File: config.mk
export PLATFORM = sky130hd
export DESIGN_NAME = fit_policy_block_allocator_unit
export DESIGN_NICKNAME = d
export VERILOG_FILES = /design/src/rtl/core/fba_pkg.sv /design/src/rtl/core/fit_policy_block_allocator_unit.sv /design/src/rtl/core/fba_ram.sv
export SDC_FILE = /design/constraint.sdc
export NUM_CORES = 1
export LEC_CHECK = 0
export BUFFER_PORTS_ARGS = -buffer_cell sky130_fd_sc_hd__buf_2
export CELL_PAD_IN_SITES_DETAIL_PLACEMENT = 1
export CELL_PAD_IN_SITES_GLOBAL_PLACEMENT = 2
export CORE_AREA = 3 3 334 204
export DETAILED_ROUTE_END_ITERATION = 7
export DIE_AREA = 0 0 337 207
export GPL_TIMING_DRIVEN = 1
export PLACE_DENSITY_LB_ADDON = 0.15
export SETUP_SLACK_MARGIN = 0.02
export SYNTH_ARGS = -nofsm -noshare
export SYNTH_HDL_FRONTEND = slang
export SYNTH_HIERARCHICAL = 1
export SYNTH_SLANG_ARGS = --single-unit
File: constraint.sdc
create_clock -name clk -period 5 [get_ports clk]
set_clock_uncertainty 0.1 [all_clocks]
set_input_delay 1 -clock clk [delete_from_list [all_inputs] [get_ports clk]]
set_output_delay 1 -clock clk [all_outputs]
set_load 0.1 [all_outputs]
File: src/rtl/core/fba_pkg.sv
package fba_pkg;

    // Port field widths
    localparam int BLK_W  = 5;
    localparam int SZ_W   = 16;
    localparam int CNT_W  = 6;
    localparam int POL_W  = 2;
    localparam int CFGI_W = 1;
    localparam int CFGD_W = 6;

    // Command codes
    localparam logic CMD_LOAD  = 1'b0;
    localparam logic CMD_ALLOC = 1'b1;

    // Fit policy codes; the unused code behaves as first fit
    localparam logic [POL_W-1:0] POL_FIRST = 2'd0;
    localparam logic [POL_W-1:0] POL_BEST  = 2'd1;
    localparam logic [POL_W-1:0] POL_WORST = 2'd2;

    // Configuration register indexes
    localparam logic [CFGI_W-1:0] CFG_FIT_POLICY  = 1'd0;
    localparam logic [CFGI_W-1:0] CFG_BLOCK_COUNT = 1'd1;

    // Microprogram step addresses
    typedef logic [1:0] upc_t;
    localparam upc_t UPC_IDLE = 2'd0;
    localparam upc_t UPC_INIT = 2'd1;
    localparam upc_t UPC_SCAN = 2'd2;
    localparam upc_t UPC_UPD  = 2'd3;

    // Jump conditions
    typedef enum logic [2:0] {
        JC_ALWAYS,
        JC_ALLOC,
        JC_EMPTY,
        JC_SCAN_END,
        JC_OUT_FREE
    } jcond_t;

    // One control word
    typedef struct packed {
        logic   accept_en;
        logic   scan_clr;
        logic   scan_run;
        logic   emit;
        jcond_t cond;
        upc_t   target;
        logic   adv;
    } ucw_t;

    // Microprogram store
    function automatic ucw_t ucode_rom(input upc_t addr);
        ucw_t w;
        w = '0;
        case (addr)
            UPC_IDLE:
            begin
                w.accept_en = 1'b1;
                w.cond      = JC_ALLOC;
                w.target    = UPC_INIT;
            end
            UPC_INIT:
            begin
                w.scan_clr  = 1'b1;
                w.cond      = JC_EMPTY;
                w.target    = UPC_UPD;
                w.adv       = 1'b1;
            end
            UPC_SCAN:
            begin
                w.scan_run  = 1'b1;
                w.cond      = JC_SCAN_END;
                w.target    = UPC_UPD;
            end
            UPC_UPD:
            begin
                w.emit      = 1'b1;
                w.cond      = JC_OUT_FREE;
                w.target    = UPC_IDLE;
            end
            default:
            begin
                w.cond      = JC_ALWAYS;
                w.target    = UPC_IDLE;
            end
        endcase
        return w;
    endfunction

endpackage

File: src/rtl/core/fit_policy_block_allocator_unit.sv
// Load: written to the table on transfer, accepted back to back.
// Allocate: accept, one init step, one scan step per block scanned, one update step;
// first fit ends at the first fitting block.
// The single free-space table read port sets the one-block-per-cycle scan.
// The result waits in an output register; the next item is taken while it waits.
// rst_n clears control and configuration; the free-space table is undefined until loaded.
module fit_policy_block_allocator_unit #(
    parameter int MAX_BLOCKS = 32,
    parameter int SIZE_BITS  = 16
) (
    input  logic                        clk,
    input  logic                        rst_n,
    input  logic                        cfg_write,
    input  logic [fba_pkg::CFGI_W-1:0]  cfg_index,
    input  logic [fba_pkg::CFGD_W-1:0]  cfg_data,
    input  logic                        in_valid,
    output logic                        in_ready,
    input  logic                        command,
    input  logic [fba_pkg::BLK_W-1:0]   block_index,
    input  logic [fba_pkg::SZ_W-1:0]    size_value,
    input  logic                        last_request,
    output logic                        out_valid,
    input  logic                        out_ready,
    output logic                        granted,
    output logic [fba_pkg::BLK_W-1:0]   chosen_block,
    output logic [fba_pkg::SZ_W-1:0]    free_before,
    output logic [fba_pkg::SZ_W-1:0]    leftover,
    output logic                        batch_end
);

    import fba_pkg::*;

    localparam int IDX_W = (MAX_BLOCKS > 1) ? $clog2(MAX_BLOCKS) : 1;
    localparam logic [IDX_W-1:0] LAST_MAX = IDX_W'(MAX_BLOCKS - 1);

    // Configuration
    logic [POL_W-1:0] policy_reg;
    logic [CNT_W-1:0] count_reg;

    // Sequencer and datapath registers
    upc_t             upc_reg, upc_next;
    ucw_t             uw;
    logic             found_reg;
    logic [IDX_W-1:0] scan_reg;
    logic [IDX_W-1:0] last_reg;
    logic [IDX_W-1:0] pick_reg;
    logic [SIZE_BITS-1:0] best_reg;
    logic [SIZE_BITS-1:0] req_reg;
    logic             batch_reg;

    // Output slot
    logic             out_valid_reg;
    logic             granted_reg;
    logic [BLK_W-1:0] chosen_reg;
    logic [SZ_W-1:0]  before_reg;
    logic [SZ_W-1:0]  left_reg;
    logic             bend_reg;

    // Table port
    logic                 ram_we;
    logic [IDX_W-1:0]     ram_waddr;
    logic [SIZE_BITS-1:0] ram_wdata;
    logic [IDX_W-1:0]     ram_raddr;
    logic [SIZE_BITS-1:0] ram_rdata;

    logic in_xfer, alloc_xfer, load_ok, out_free;
    logic count_empty, count_sat;
    logic fits, take_first, better, first_fit, scan_end, cond_true, commit;
    logic [SIZE_BITS-1:0] req_in, diff;

    assign uw = ucode_rom(upc_reg);

    assign in_ready   = uw.accept_en;
    assign in_xfer    = in_valid && in_ready;
    assign alloc_xfer = in_xfer && (command == CMD_ALLOC);
    assign load_ok    = 32'(block_index) < 32'(MAX_BLOCKS);
    assign req_in     = SIZE_BITS'(size_value);
    assign out_free   = !out_valid_reg || out_ready;

    assign count_empty = (count_reg == '0);
    assign count_sat   = 32'(count_reg) > 32'(MAX_BLOCKS);

    // Evaluate the entry read back for the current scan index
    assign fits       = ram_rdata >= req_reg;
    assign first_fit  = (policy_reg != POL_BEST) && (policy_reg != POL_WORST);
    assign take_first = fits && !found_reg;
    assign better     = fits && found_reg &&
                        (((policy_reg == POL_BEST) && (ram_rdata < best_reg)) ||
                         ((policy_reg == POL_WORST) && (ram_rdata > best_reg)));
    assign scan_end   = (scan_reg == last_reg) || (take_first && first_fit);
    assign diff       = best_reg - req_reg;
    assign commit     = uw.emit && out_free;

    // Resolve the jump condition
    always_comb
    begin
        case (uw.cond)
            JC_ALWAYS:   cond_true = 1'b1;
            JC_ALLOC:    cond_true = alloc_xfer;
            JC_EMPTY:    cond_true = count_empty;
            JC_SCAN_END: cond_true = scan_end;
            JC_OUT_FREE: cond_true = out_free;
            default:     cond_true = 1'b1;
        endcase
        if (cond_true)
        begin
            upc_next = uw.target;
        end
        else if (uw.adv)
        begin
            upc_next = upc_reg + upc_t'(1);
        end
        else
        begin
            upc_next = upc_reg;
        end
    end

    // Table write: a load on transfer, or the reduced size on commit
    always_comb
    begin
        if (uw.emit)
        begin
            ram_we    = commit && found_reg;
            ram_waddr = pick_reg;
            ram_wdata = diff;
        end
        else
        begin
            ram_we    = in_xfer && (command == CMD_LOAD) && load_ok;
            ram_waddr = IDX_W'(block_index);
            ram_wdata = req_in;
        end
    end

    // Prefetch the next scan entry
    assign ram_raddr = uw.scan_clr ? '0 : scan_reg + IDX_W'(1);

    fba_ram #(
        .WIDTH (SIZE_BITS),
        .DEPTH (MAX_BLOCKS)
    ) u_table (
        .clk   (clk),
        .we    (ram_we),
        .waddr (ram_waddr),
        .wdata (ram_wdata),
        .raddr (ram_raddr),
        .rdata (ram_rdata)
    );

    // Control state and configuration
    always_ff @(posedge clk or negedge rst_n)
    begin
        if (!rst_n)
        begin
            upc_reg       <= UPC_IDLE;
            policy_reg    <= POL_FIRST;
            count_reg     <= '0;
            found_reg     <= 1'b0;
            out_valid_reg <= 1'b0;
        end
        else
        begin
            upc_reg <= upc_next;
            if (cfg_write && (cfg_index == CFG_FIT_POLICY))
            begin
                policy_reg <= POL_W'(cfg_data);
            end
            if (cfg_write && (cfg_index == CFG_BLOCK_COUNT))
            begin
                count_reg <= CNT_W'(cfg_data);
            end
            if (uw.scan_clr)
            begin
                found_reg <= 1'b0;
            end
            else if (uw.scan_run && fits)
            begin
                found_reg <= 1'b1;
            end
            if (commit)
            begin
                out_valid_reg <= 1'b1;
            end
            else if (out_ready)
            begin
                out_valid_reg <= 1'b0;
            end
        end
    end

    // Datapath registers
    always_ff @(posedge clk)
    begin
        if (alloc_xfer)
        begin
            req_reg   <= req_in;
            batch_reg <= last_request;
        end
        if (uw.scan_clr)
        begin
            scan_reg <= '0;
            last_reg <= count_sat ? LAST_MAX : IDX_W'(count_reg - CNT_W'(1));
        end
        else if (uw.scan_run)
        begin
            scan_reg <= scan_reg + IDX_W'(1);
        end
        if (uw.scan_run && (take_first || better))
        begin
            pick_reg <= scan_reg;
            best_reg <= ram_rdata;
        end
        if (commit)
        begin
            granted_reg <= found_reg;
            chosen_reg  <= found_reg ? BLK_W'(pick_reg) : '0;
            before_reg  <= found_reg ? SZ_W'(best_reg) : '0;
            left_reg    <= found_reg ? SZ_W'(diff) : '0;
            bend_reg    <= batch_reg;
        end
    end

    assign out_valid    = out_valid_reg;
    assign granted      = granted_reg;
    assign chosen_block = chosen_reg;
    assign free_before  = before_reg;
    assign leftover     = left_reg;
    assign batch_end    = bend_reg;

    // Allocate transfer starts the scan program
    a_alloc_init: assert property (@(posedge clk) disable iff (!rst_n)
        alloc_xfer |=> (upc_reg == UPC_INIT))
        else $error("allocate transfer did not start scan");

    // Scan index never passes the last block in use
    a_scan_range: assert property (@(posedge clk) disable iff (!rst_n)
        (upc_reg == UPC_SCAN) |-> (scan_reg <= last_reg))
        else $error("scan index out of range");

    // Update step holds while the output slot is occupied
    a_upd_hold: assert property (@(posedge clk) disable iff (!rst_n)
        ((upc_reg == UPC_UPD) && out_valid_reg && !out_ready) |=> (upc_reg == UPC_UPD))
        else $error("result overwrote a pending transfer");

    // A refused request reports zero fields
    a_refuse_zero: assert property (@(posedge clk) disable iff (!rst_n)
        (out_valid && !granted) |->
            ((chosen_block == '0) && (free_before == '0) && (leftover == '0)))
        else $error("refused request with nonzero fields");

endmodule

File: src/rtl/core/fba_ram.sv
module fba_ram #(
    parameter int WIDTH = 16,
    parameter int DEPTH = 32,
    localparam int AW   = (DEPTH > 1) ? $clog2(DEPTH) : 1
) (
    input  logic             clk,
    input  logic             we,
    input  logic [AW-1:0]    waddr,
    input  logic [WIDTH-1:0] wdata,
    input  logic [AW-1:0]    raddr,
    output logic [WIDTH-1:0] rdata
);

    logic [WIDTH-1:0] mem_reg [DEPTH];
    logic [WIDTH-1:0] rdata_reg;

    // Write one entry, register the read
    always_ff @(posedge clk)
    begin
        if (we)
        begin
            mem_reg[waddr] <= wdata;
        end
        rdata_reg <= mem_reg[raddr];
    end

    assign rdata = rdata_reg;

endmodule

* Word level (Yosys, flattened, before mapping)
Memory sizes are Yosys's and may differ from the RTL's. A register that Yosys moved wholly into a read port is not among the register bits. Cells that the tools add are included.
Word-level totals: output and inout bits 41, word-level logic and storage cells 84, register bits 99, memories 1, bits in writable memories 512
Cells by class: multiplexer cells 18, bitwise operators 2, eq/ne operators 12, reductions and logical operators 27, order comparisons 4, $add $sub $neg 4
Memories:
- u_table.mem_reg | words 32, bits a word 16, rd ports 1, clocked after memory_dff 1, wr ports 1, line fba_ram.sv:14 | logic [WIDTH-1:0] mem_reg [DEPTH];
Operators with widths (count):
- $pmux 5 s4 | 1
- $ge 16x16->1 | 1
- $gt 16x16->1 | 1
- $logic_and 1x1->1 | 16
- $lt 16x16->1 | 1
- $mux 16 | 1
- $sub 16x16->16 | 1
- $mux 1 | 11
- $mux 5 | 2
- $eq 2x2->1 const B | 3
- $eq 3x2->1 const B | 2
- $gt 6x6->1 const B | 1
- $logic_not 6->1 | 1
- $reduce_bool 2->1 | 3
- $add 5x1->5 const B | 1
- $eq 5x5->1 | 1
- $sub 5x1->5 const B | 1
- $eq 2x1->1 const B | 2
- $logic_or 1x1->1 | 4
- $mux 2 | 2
- $pmux 1 s4 | 1
- $eq 3x1->1 const B | 1
- $eq 3x3->1 const B | 1
- $add 2x1->2 const B | 1
- 5 further kinds | 7

* Longest topological paths before layout
Gate-level depths: netlist of the first run.
depth after elaboration 7, depth in mapped cells 13

* By module
The synthesis of the first run kept the hierarchy.
Modules (own cells, without submodules):
- fba_ram | area each 20535.9 um^2, cells each 1143, seq. area each 15695.1 um^2, times used 1
- fit_policy_block_allocator_unit | area each 5522.8 um^2, cells each 485, seq. area each 2862.7 um^2, times used 1

* Worst setup path before layout of the first run
Ideal clock, no wire load.
path type flip-flop to flip-flop, start register upc_reg[0], end memory u_table.mem_reg[12][0] (enable), data arrival time 3.175 ns, path slack 1.337 ns, period minus slack after synthesis 3.663 ns, setup time 0.388 ns, data required time 4.512 ns, cell stages (with the launch flop) 8, path buffers 1, path through dfrtp_1 -> inv_1 -> ha_1 -> nand2_1 -> o32ai_1 -> or3b_2 -> clkbuf_1 -> nor2_1
Between the ends: cells in the longest elaborated chain, start to end 7, elaborated cells between the ends (all ways) 12, those cells by class eq/ne (1); mux (6); reduce/logical (5)
RTL lines:
- start: declaration | line fit_policy_block_allocator_unit.sv:41 | upc_t upc_reg, upc_next;
- start signal: assignment | line fit_policy_block_allocator_unit.sv:164 | upc_reg <= upc_next;
- $logic_not 2->1 | line fba_pkg.sv:55 | case (addr)
- $mux 1 | line fba_pkg.sv:55
- net in_ready | line fit_policy_block_allocator_unit.sv:17 | output logic in_ready,
- $logic_and 1x1->1 | line fit_policy_block_allocator_unit.sv:74 | assign in_xfer = in_valid && in_ready;
- $logic_and 1x1->1 | line fit_policy_block_allocator_unit.sv:130 | ram_we = in_xfer && (command == CMD_LOAD) && load_ok;
- $mux 1 | line fit_policy_block_allocator_unit.sv:122 | if (uw.emit)
- net ram_we | line fit_policy_block_allocator_unit.sv:60 | logic ram_we;
- $mux 1 | line fba_ram.sv:20 | if (we)
- $mux 1 (implied by the code) | line fba_ram.sv:22 | mem_reg[waddr] <= wdata;
- end: declaration | line fba_ram.sv:14
The timed path passes the listed nets, and every way through them passes these cells.

* Worst setup path after layout of the first run
start register req_reg[0], end memory u_table.mem_reg[18][14], data pin
Between the ends: cells in the longest elaborated chain, start to end 2
RTL lines:
- start: declaration | line fit_policy_block_allocator_unit.sv:48 | logic [SIZE_BITS-1:0] req_reg;
- start signal: assignment | line fit_policy_block_allocator_unit.sv:197 | req_reg <= req_in;
- $sub 16x16->16 | line fit_policy_block_allocator_unit.sv:91 | assign diff = best_reg - req_reg;
- $mux 16 | line fit_policy_block_allocator_unit.sv:122
- net ram_wdata[14] | line fit_policy_block_allocator_unit.sv:62 | logic [SIZE_BITS-1:0] ram_wdata;
The timed path passes the listed nets, and every way through them passes these cells.

==> results.sh, run 1 <==
export IMPL_rsz0062_at_grt="false"
export IMPL_wl_per_cell_um=26.0
export IMPL_yosysSeqAreaShare=0.712
export IMPL_switchingPower_mw=6.15
export IMPL_dp_cells=2548
export IMPL_grtUsageMet1=0.329
export IMPL_p_clk_frac=0.248
export IMPL_rows=73
export IMPL_min_period_ns=3.71
export IMPL_cp_max_fo=32
export IMPL_dieWidth_um=337
export IMPL_tightest_slew_ns=1.08
export IMPL_vias=14400
export IMPL_finalSetupTns_ns=0
export IMPL_combPwrFrac=0.345
export IMPL_power_leakage_nw=10.6
export IMPL_die_y_um=207
export IMPL_grt_util_met3=0.0330
export IMPL_synth_area_per_cell_um2=16.0
export IMPL_largest_register_ffs=512
export IMPL_r2r_end="u_table/mem_reg[18][14]"
export IMPL_worst_hold_path_type="input port to async pin"
export IMPL_grt_max_degree=76
export IMPL_syn_area_um2=26100
export IMPL_cts_hold_fix_buffers=0
export IMPL_whs_ns=0.169
export IMPL_relSlewSlack=0.276
export IMPL_synth_main_ff_cell="edfxtp_1"
export IMPL_use_met2=0.267
export IMPL_start_util=0.397
export IMPL_drt_pre_antenna_iters=5
export IMPL_final_antenna_net_count=0
export IMPL_status="finished, final reports clean"
export IMPL_hold_viol=0
export IMPL_post_cts_resized=0
export IMPL_async_reset_ff_frac=0.0191
export IMPL_timing_reg2reg_worst_path_depth=8
export IMPL_top_usage_layer="met1"
export IMPL_startpoint="req_reg[0]"
export IMPL_core_area_um2=65700
export IMPL_nets=1839
export IMPL_portBuffers=75
export IMPL_grt_usage=0.197
export IMPL_yosysWarnings=6
export IMPL_place_congestion=0.824
export IMPL_cts_buffers=58
export IMPL_synth_edf_count=594
export IMPL_syn_num_nets=1721
export IMPL_htree_levels=2
export IMPL_path_clk_slew_ns=0.06
export IMPL_drc=0
export IMPL_ys_ff_latch=627
export IMPL_fmax_mhz=269
export IMPL_report_final_slew_viol_count=0
export IMPL_switching_share=0.362
export IMPL_yosys_cell_types_count=59
export IMPL_timing_worst_setup_path_type="flop to flop"
export IMPL_antenna_found_initial=1
export IMPL_cp_data_arrival_time_ns=3.66
export IMPL_grt_pass1_wl_um=101000
export IMPL_first_iter_violations=1157
export IMPL_drt_wl_total_um=68900
export IMPL_clockBufferDepth=3
export IMPL_vdd_ir_drop_worst_mv=0.521
export IMPL_avgViaCountPerCell=5.43
export IMPL_total_power_mw=17.0
export IMPL_critPathCapture="u_table/mem_reg[18][14]"
export IMPL_grt_pass1_vias=14900
export IMPL_cap_violations=0
export IMPL_clk_latency_ns=0.63
export IMPL_internal_power_mw=10.9
export IMPL_rrSetupSlack_ns=1.29
export IMPL_worst_ep_required_time_ns=4.95
export IMPL_area_growth_synth_to_final_pct=12.4
export IMPL_dp_hpwl_um=45800
export IMPL_period_share=0.743
export IMPL_root_buffer="clkbuf_16"
export IMPL_syn_inst=1628
export IMPL_p_seq_frac=0.407
export IMPL_setup_viol=0
export IMPL_cp_end_kind="flop"
export IMPL_final_cells=2654
export IMPL_pin_count=76
export IMPL_critical_path_startpoint_type="flop"
export IMPL_cts_tree="built"
export IMPL_power_density_nw_per_um2=581
export IMPL_setup_ws_ns=1.29
export IMPL_grt_overflow=0
export IMPL_clock_sinks=627
export IMPL_place_ws_ns=1.29
export IMPL_post_cts_setup_buffer_count=0
export IMPL_drive_gt1_frac=0.142
export IMPL_die_area_um2=69800
export IMPL_reg2reg_from="req_reg[0]"
## cell usage after synthesis (12+ instances only)
cell / number / area share
mux2i_1: 260 / 0.10
nand4_1: 23 / 0.0055
nor3_1: 24 / 0.0046
a22o_1: 32 / 0.011
a22oi_1: 64 / 0.018
nand2_1: 60 / 0.0086
xor2_1: 12 / 0.0040
nand3_1: 42 / 0.0081
xnor2_1: 16 / 0.0054
inv_1: 48 / 0.0069
and2_1: 18 / 0.0043
mux2_2: 23 / 0.0099
ha_1: 57 / 0.027
a21oi_1: 56 / 0.011
buf_4: 19 / 0.0055
a31oi_1: 18 / 0.0043
clkbuf_1: 23 / 0.0033
nor2_1: 78 / 0.011
dfrtp_1: 12 / 0.012
edfxtp_1: 594 / 0.68
dfxtp_1: 21 / 0.016
o21ai_0: 16 / 0.0031
buf_2: 19 / 0.0036
## per-stage QoR
step	instance area [µm²]	utilization
after floorplan	26100	-
after global placement	27500	0.419
after detailed placement	27500	0.419
after CTS	29300	0.446
after global routing	29300	0.446
final	29300	0.446
## worst min-delay path by stage
| stage | from | end | slack, ns | depth (start not counted) |
|---|---|---|---|---|
| after CTS | rst_n | out_valid | 0.14 | 1 |
| final | rst_n | out_valid | 0.17 | 1 |
| after global routing | rst_n | out_valid | 0.16 | 1 |
| after floorplan | batch_reg | batch_end | 0.30 | 0 |
| after detailed placement | batch_reg | batch_end | 0.31 | 0 |
| after global placement | batch_reg | batch_end | 0.30 | 0 |
## layout by cell type, fill, tap and decap left out, types with 8 or more instances in the layout
cell and count:
mux2i_1 258, a21oi_1 54, buf_4 53, mux2_2 23, nor3_1 24, nand4_1 23
a22o_1 32, ha_1 57, buf_2 75, inv_1 48, dfrtp_1 12, nand2_1 60
a22oi_1 64, clkinv_2 12, a31oi_1 18, o21ai_0 16, xnor2_1 16, nor2_1 77
xor2_1 12, o21a_1 8, edfxtp_1 594, nand3_1 42, and2_1 17, clkbuf_1 18
dfxtp_1 21, clkbuf_16 59, clkinv_1 9, nand2b_1 8, buf_12 9
## critical path, stage by stage, from the launching register on
cell,delay (ns)
edfxtp_1,0.42
ha_1,0.23
fa_1,0.40
nand2b_1,0.21
a21oi_1,0.35
o32ai_2,0.23
a21oi_2,0.28
or4_1,0.15
nand3_1,0.74
## routing by layer
layer | vias up | routed length, µm
met1 | 7563 | 37000
met3 | 67 | 3250
li1 | 6532 | -
met4 | 0 | 954
met2 | 242 | 27700
met5 | - | 0
## kinds of logic after synthesis
group / count (synthesis) / share of synthesized area
flip-flops: 627 / 0.712
AND/OR/NAND/NOR: 285 / 0.0531
XOR/XNOR: 28 / 0.00941
AO/OA/AOI/OAI: 220 / 0.0580
buffers and inverters: 127 / 0.0294
adder cells (fa/ha/maj): 58 / 0.0281
multiplexers: 283 / 0.110
## final cells by class
cell class,instances,area [µm²]
tap,862,1080
inverter,48,180
clock inverter,25,170
timing repair buffer,137,953
sequential,627,18600
antenna,1,2.50
multi-input combinational,874,6770
fill,6384,36400
clock buffer,80,1590
## power groups by stage
stage | Combinational [mW] | Clock (mW) | Sequential (mW)
floorplan | 3.63 | 0 | 7.71
global placement | 5.84 | 0 | 7.01
detailed placement | 5.92 | 0 | 7.03
CTS | 5.94 | 4.35 | 6.92
global route | 6.34 | 4.56 | 6.96
finish | 5.88 | 4.22 | 6.92
Note: power is estimated with default switching activity, not from simulation.
==> inputs of run 2 (changes only) <==
--- a/config.mk
+++ b/config.mk
@@ -5,12 +5,13 @@
 export SDC_FILE = /design/constraint.sdc
 export NUM_CORES = 1
 export LEC_CHECK = 0
+export ABC_AREA = 1
 export BUFFER_PORTS_ARGS = -buffer_cell sky130_fd_sc_hd__buf_2
 export CELL_PAD_IN_SITES_DETAIL_PLACEMENT = 1
 export CELL_PAD_IN_SITES_GLOBAL_PLACEMENT = 2
-export CORE_AREA = 3 3 334 204
+export CORE_AREA = 3 3 348 213
 export DETAILED_ROUTE_END_ITERATION = 7
-export DIE_AREA = 0 0 337 207
+export DIE_AREA = 0 0 351 216
 export GPL_TIMING_DRIVEN = 1
 export PLACE_DENSITY_LB_ADDON = 0.15
 export SETUP_SLACK_MARGIN = 0.02
==> constraint.sdc (replaced) <==
create_clock -name clk -period 3.15 [get_ports clk]
set_clock_uncertainty 0.1 [all_clocks]
set_input_delay 0.63 -clock clk [delete_from_list [all_inputs] [get_ports clk]]
set_output_delay 0.63 -clock clk [all_outputs]
set_load 0.1 [all_outputs]
==> run 2 against run 1 <==
  * Combinational power grew to 2.5 times the previous value
  * Clock power is 72% higher
  * Power rose by 96%
  * Sequential share of layout area is 3.1 points lower
  * Utilization is 1.4 points lower
  * Largest cell class unchanged
==> results.sh, run 2 <==
export IMPL_drt_wl_total_um=79400
export IMPL_worst_ep_required_time_ns=3.47
export IMPL_start_util=0.378
export IMPL_portBuffers=75
export IMPL_final_cell_mix="nand2_1 (851), edfxtp_1 (594), nand3_1 (422)"
export IMPL_grt_pass1_wl_um=120000
export IMPL_first_iter_violations=1347
export IMPL_synth_top_area_share=0.662
export IMPL_fmax_mhz=333
export IMPL_clockBufferDepth=3
export IMPL_yosys_top_cells_count="nand2_1 (851), edfxtp_1 (594), nand3_1 (422), inv_1 (112), nor2_1 (77)"
export IMPL_seq_area_um2=18600
export IMPL_setup_viol=0
export IMPL_grt_overflow=0
export IMPL_vdd_ir_drop_worst_mv=0.717
export IMPL_grt_usage=0.211
export IMPL_syn_inst=2398
export IMPL_power_leakage_nw=12.1
export IMPL_cp_end_kind="flop"
export IMPL_antenna_found_initial=0
export IMPL_yosysSeqAreaShare=0.688
export IMPL_dp_cells=3396
export IMPL_cp_max_fo=32
export IMPL_worst_path_most_repeated_cell="nand3_1"
export IMPL_worst_hold_path_type="input port to flop"
export IMPL_yosysWarnings=6
export IMPL_largest_register_ffs=512
export IMPL_synth_main_ff_cell="edfxtp_1"
export IMPL_synth_area_per_cell_um2=11.2
export IMPL_dp_hpwl_um=50300
export IMPL_synth_most_common_cell="nand2_1"
export IMPL_core_area_um2=71200
export IMPL_syn_num_nets=2491
export IMPL_rows=76
export IMPL_wl_per_cell_um=22.6
export IMPL_nets=2616
export IMPL_min_period_ns=3.00
export IMPL_cts_buffers=60
export IMPL_hold_viol=0
export IMPL_yosys_top_cells_area="edfxtp_1 (66%), nand2_1 (12%), nand3_1 (7.8%)"
export IMPL_dieWidth_um=351
export IMPL_drc=0
export IMPL_cp_data_arrival_time_ns=3.32
export IMPL_tightest_slew_ns=0.886
export IMPL_yosys_cell_types_count=47
export IMPL_cp_slowest_cell="fa_1"
export IMPL_cp_top_family="simple AND/OR/NAND/NOR gates"
export IMPL_final_common_cell="nand2_1"
export IMPL_critical_path_max_stage_delay_ns=0.43
export IMPL_fill_cells=7660
export IMPL_rsz0062_at_grt="false"
export IMPL_place_area_um2=28800
export IMPL_path_clk_slew_ns=0.07
export IMPL_post_cts_setup_buffer_count=0
export IMPL_die_y_um=216
export IMPL_drt_pre_antenna_iters=5
export IMPL_final_antenna_net_count=0
export IMPL_finalSetupTns_ns=0
export IMPL_grt_pass1_vias=18700
export IMPL_critical_path_startpoint_type="flop"
export IMPL_setup_ws_ns=0.151
export IMPL_clk_latency_ns=0.64
export IMPL_period_share=0.952
export IMPL_root_buffer="clkbuf_16"
export IMPL_cts_tree="built"
export IMPL_place_ws_ns=-0.162
export IMPL_path_buf_inv=2
export IMPL_num_antenna_cells=0
export IMPL_area_growth_synth_to_final_pct=14.3
export IMPL_vias=18200
export IMPL_status="finished, final reports clean"
export IMPL_place_congestion=0.852
export IMPL_multi_input_area_um2=7280
export IMPL_yosysTopAreaCell="edfxtp_1"
export IMPL_final_area_um2=30800
export IMPL_power_density_nw_per_um2=1080
export IMPL_worstPathCellList="ha_1 > fa_1 > buf_4 > nor3_1 > o211ai_1 > nand3_1 > nand3_1 > nand2_1 > buf_6"
export IMPL_report_final_slew_viol_count=0
export IMPL_synth_edf_count=594
export IMPL_ys_ff_latch=627
export IMPL_htree_levels=2
export IMPL_pin_count=76
export IMPL_async_reset_ff_frac=0.0191
export IMPL_relSlewSlack=0.409
export IMPL_syn_area_um2=27000
export IMPL_cap_violations=0
export IMPL_clock_sinks=627
export IMPL_avgViaCountPerCell=5.18
export IMPL_grt_max_degree=114
export IMPL_drive_gt1_frac=0.124
export IMPL_die_area_um2=75800
export IMPL_timing_worst_setup_path_type="flop to flop"
export IMPL_final_cells=3510
run 2: cell count changes in the layout (fill, tap and decap cells not counted), moves of 21 or more:
cell,change
a21oi_1,-21
nand2_1,+791
inv_1,+63
a22oi_1,-64
mux2_2,-22
nand3_1,+380
a22o_1,-32
mux2i_1,-258
buf_4,+33
run 2: worst paths after layout:
path / from / end / cells past startpoint / slack (ns)
min reg2reg: batch_reg / batch_end / 0 / 0.34
max in group asynchronous: rst_n / count_reg[2] / 2 / 2.35
max: req_reg[0] / u_table/mem_reg[28][14] / 9 / 0.15
max reg2reg: req_reg[0] / u_table/mem_reg[28][14] / 9 / 0.15
min in group asynchronous: rst_n / out_valid / 2 / 0.34
min: last_request / batch_reg / 1 / 0.06
run 2: routing by layer:
metal / vias up / track usage / routed length [µm]
li1: 8507 / - / -
met1: 9227 / 0.337 / 41300
met2: 367 / 0.305 / 33300
met3: 84 / 0.0283 / 3560
met4: 0 / 0.0404 / 1260
met5: - / 0 / 0
run 2: kinds of logic after synthesis:
logic type      Yosys count  synth area share
compound gates           89            0.0191
xor+xnor                 15           0.00515
fa+ha+maj                58            0.0272
buf+inv                 234            0.0466
flops                   627             0.688
mux                       1          0.000418
simple gates           1374             0.213
run 2: metrics by stage:
step           power [mW]  hold slack [ns]   util
2_1_floorplan        21.5            0.234      -
3_3_place_gp         26.1            0.314  0.405
3_5_place_dp         26.4            0.322  0.405
4_1_cts              33.8           0.0178  0.432
5_1_grt              35.7           0.0278  0.432
6_report             33.3           0.0626  0.432
run 2: cell type report:
type                            count  area share
Sequential cell                   627       0.603
Multi-Input combinational cell   1537       0.236
Clock buffer                       71      0.0511
Timing Repair Buffer              182      0.0462
Tap cell                          936      0.0380
Inverter                          115      0.0143
Clock inverter                     42      0.0116
run 2: timing repair:
action                                  CTS  global route
pin swaps                                 0             0
cloned                                    0             0
resized for setup                         2             1
endpoints found under the setup margin   64            32
hold buffers                              1             0
hold endpoints to repair                 12             0
run 2: power by group:
part	switching [mW]	internal, mW	total [mW]
Clock	3.21	4.05	7.26
Sequential	0.360	10.8	11.1
Combinational	11.0	3.90	14.9
==> inputs of run 3 (changes only) <==
--- a/config.mk
+++ b/config.mk
@@ -6,7 +6,7 @@
 export NUM_CORES = 1
 export LEC_CHECK = 0
 export ABC_AREA = 1
-export BUFFER_PORTS_ARGS = -buffer_cell sky130_fd_sc_hd__buf_2
+export BUFFER_PORTS_ARGS = -buffer_cell sky130_fd_sc_hd__buf_4
 export CELL_PAD_IN_SITES_DETAIL_PLACEMENT = 1
 export CELL_PAD_IN_SITES_GLOBAL_PLACEMENT = 2
 export CORE_AREA = 3 3 348 213
==> run 3 against run 2 <==
  * Via count rose by 0.50%
  * Critical endpoint is now u_table/mem_reg[15][12]
  * Clock power fell by 2.9%
  * Flip-flop and latch count did not move
  * Combinational power barely moved
  * Highest routed layer unchanged
  * Power rose by 0.18%
  * First-iteration DRC count fell by 1.9%
  * Global-route usage fell by 0.38 points
  * Fmax rose by 1.2%
  * Die area did not move
  * Worst hold slack improved by 0.016 ns
==> results.sh, run 3 (same netlist as run 2, synthesis figures left out) <==
export IMPL_nets=2615
export IMPL_drive_gt1_frac=0.120
export IMPL_status="finished, final reports clean"
export IMPL_timing_reg2reg_worst_path_depth=9
export IMPL_cts_tree="built"
export IMPL_final_common_cell="nand2_1"
export IMPL_worst_ep_required_time_ns=3.34
export IMPL_min_period_ns=2.96
export IMPL_dieWidth_um=351
export IMPL_die_area_um2=75800
export IMPL_portBuffers=75
export IMPL_relSlewSlack=0.406
export IMPL_min_to="batch_reg"
export IMPL_dp_cells=3394
export IMPL_cp_slowest_cell="o21ai_4"
export IMPL_dp_hpwl_um=50700
export IMPL_first_iter_violations=1322
export IMPL_drt_wl_total_um=78400
export IMPL_fill_cells=7587
export IMPL_place_ws_ns=-0.186
export IMPL_final_antenna_net_count=0
export IMPL_fmax_mhz=337
export IMPL_start_util=0.378
export IMPL_root_buffer="clkbuf_16"
export IMPL_tightest_slew_ns=0.887
export IMPL_cp_end_kind="flop"
export IMPL_cp_max_fo=32
export IMPL_multi_input_area_um2=7280
export IMPL_grt_pass1_vias=18900
export IMPL_post_route_util=0.434
export IMPL_final_cells=3506
export IMPL_area_growth_synth_to_final_pct=14.8
export IMPL_worstPathCellList="ha_1 > fa_1 > inv_1 > nand3_1 > nand2_1 > nand4_1 > nand3_1 > xor2_1 > o21ai_4"
export IMPL_min_path_cells=1
export IMPL_period_share=0.941
export IMPL_avgViaCountPerCell=5.21
export IMPL_grt_overflow=0
export IMPL_grt_max_degree=68
export IMPL_cp_data_arrival_time_ns=3.15
export IMPL_final_cell_mix="nand2_1 (851), edfxtp_1 (594), nand3_1 (422)"
export IMPL_worst_hold_path_type="input port to flop"
export IMPL_largest_register_ffs=512
export IMPL_cts_buffers=61
export IMPL_cp_top_family="compound AO/OA/AOI/OAI gates"
export IMPL_antenna_found_initial=1
export IMPL_place_area_um2=29000
export IMPL_path_buf_inv=1
export IMPL_path_clk_slew_ns=0.07
export IMPL_rrSetupSlack_ns=0.19
export IMPL_report_final_slew_viol_count=0
export IMPL_min_from="last_request"
export IMPL_setup_ws_ns=0.187
export IMPL_grt_usage=0.207
export IMPL_vias=18300
export IMPL_critical_path_startpoint_type="flop"
export IMPL_post_cts_setup_buffer_count=0
export IMPL_pin_count=76
export IMPL_drc=0
export IMPL_drt_pre_antenna_iters=5
export IMPL_final_area_um2=30900
export IMPL_core_area_um2=71200
export IMPL_setup_viol=0
export IMPL_cp_depth=9
export IMPL_power_leakage_nw=12.1
export IMPL_wl_per_cell_um=22.4
export IMPL_worst_path_most_repeated_cell="nand3_1"
export IMPL_htree_levels=2
export IMPL_rows=76
export IMPL_power_density_nw_per_um2=1080
export IMPL_place_congestion=0.842
export IMPL_r2r_end="u_table/mem_reg[15][12]"
export IMPL_grt_pass1_wl_um=119000
export IMPL_rsz0062_at_grt="false"
export IMPL_die_y_um=216
export IMPL_clock_sinks=627
export IMPL_cap_violations=0
export IMPL_clockBufferDepth=3
export IMPL_hold_viol=0
export IMPL_reg2reg_from="req_reg[0]"
export IMPL_vdd_ir_drop_worst_mv=0.745
export IMPL_seq_area_um2=18600
export IMPL_clk_latency_ns=0.63
export IMPL_critical_path_max_stage_delay_ns=0.70
export IMPL_timing_worst_setup_path_type="flop to flop"
==> run 3: report_power, final <==
part           switching (mW)  leakage, nW  internal [mW]  total [mW]
registers               0.379         5.70           10.8        11.2
clock network            3.13        0.906           3.92        7.05
logic                    11.0         5.47           4.15        15.2
==> run 3: worst max path at each step <==
stage	startpoint	end	slack, ns
after floorplan	best_reg[2]	u_table/mem_reg[0][5]	0.03
after global placement	best_reg[0]	u_table/mem_reg[5][12]	-0.19
after detailed placement	req_reg[0]	u_table/mem_reg[4][12]	-0.19
after CTS	req_reg[0]	u_table/mem_reg[19][8]	0.04
after global routing	req_reg[0]	u_table/mem_reg[6][12]	0.02
final	req_reg[0]	u_table/mem_reg[15][12]	0.19
==> run 3: final cells by class <==
| cell class | instances | share of cell area |
|---|---|---|
| multi-input combinational | 1537 | 0.235 |
| clock inverter | 24 | 0.00635 |
| inverter | 115 | 0.0143 |
| clock buffer | 86 | 0.0540 |
| sequential | 627 | 0.600 |
| timing repair buffer | 180 | 0.0523 |
| antenna | 1 | 0.0000809 |
| tap | 936 | 0.0379 |
==> run 3: worst register-to-register path, delay by kind of cell (launching register included) <==
kind / cells / cell delay (ns)
AOI/OAI and AO/OA: 1 / 0.70
DFF: 1 / 0.40
adders and majority gates: 2 / 0.68
buffers and inverters: 1 / 0.11
and+or+nand+nor: 4 / 0.48
xor gates and xnor gates: 1 / 0.12
==> run 3: repair_timing <==
item	CTS	global route
endpoints found under the setup margin	32	64
endpoints found under the hold margin	12	0
hold buffers	1	0
gates resized for setup	1	2
gates cloned	0	0
==> run 3: layer usage <==
layer  global-route usage  part of all wire
met1                0.332              0.52
met2                0.298              0.42
met3               0.0280             0.045
met4               0.0383             0.014
met5                    0                 0
==> run 3: stage by stage <==
| stage | TNS, ns | hold WS (ns) | power (mW) |
|---|---|---|---|
| 3_5_place_dp | -5.88 | 0.313 | 26.7 |
| 5_1_grt | 0 | 0.0396 | 35.7 |
| 6_report | 0 | 0.0787 | 33.4 |
| 2_1_floorplan | 0 | 0.234 | 21.5 |
| 4_1_cts | 0 | 0.0330 | 33.8 |
| 3_3_place_gp | -6.05 | 0.311 | 26.4 |
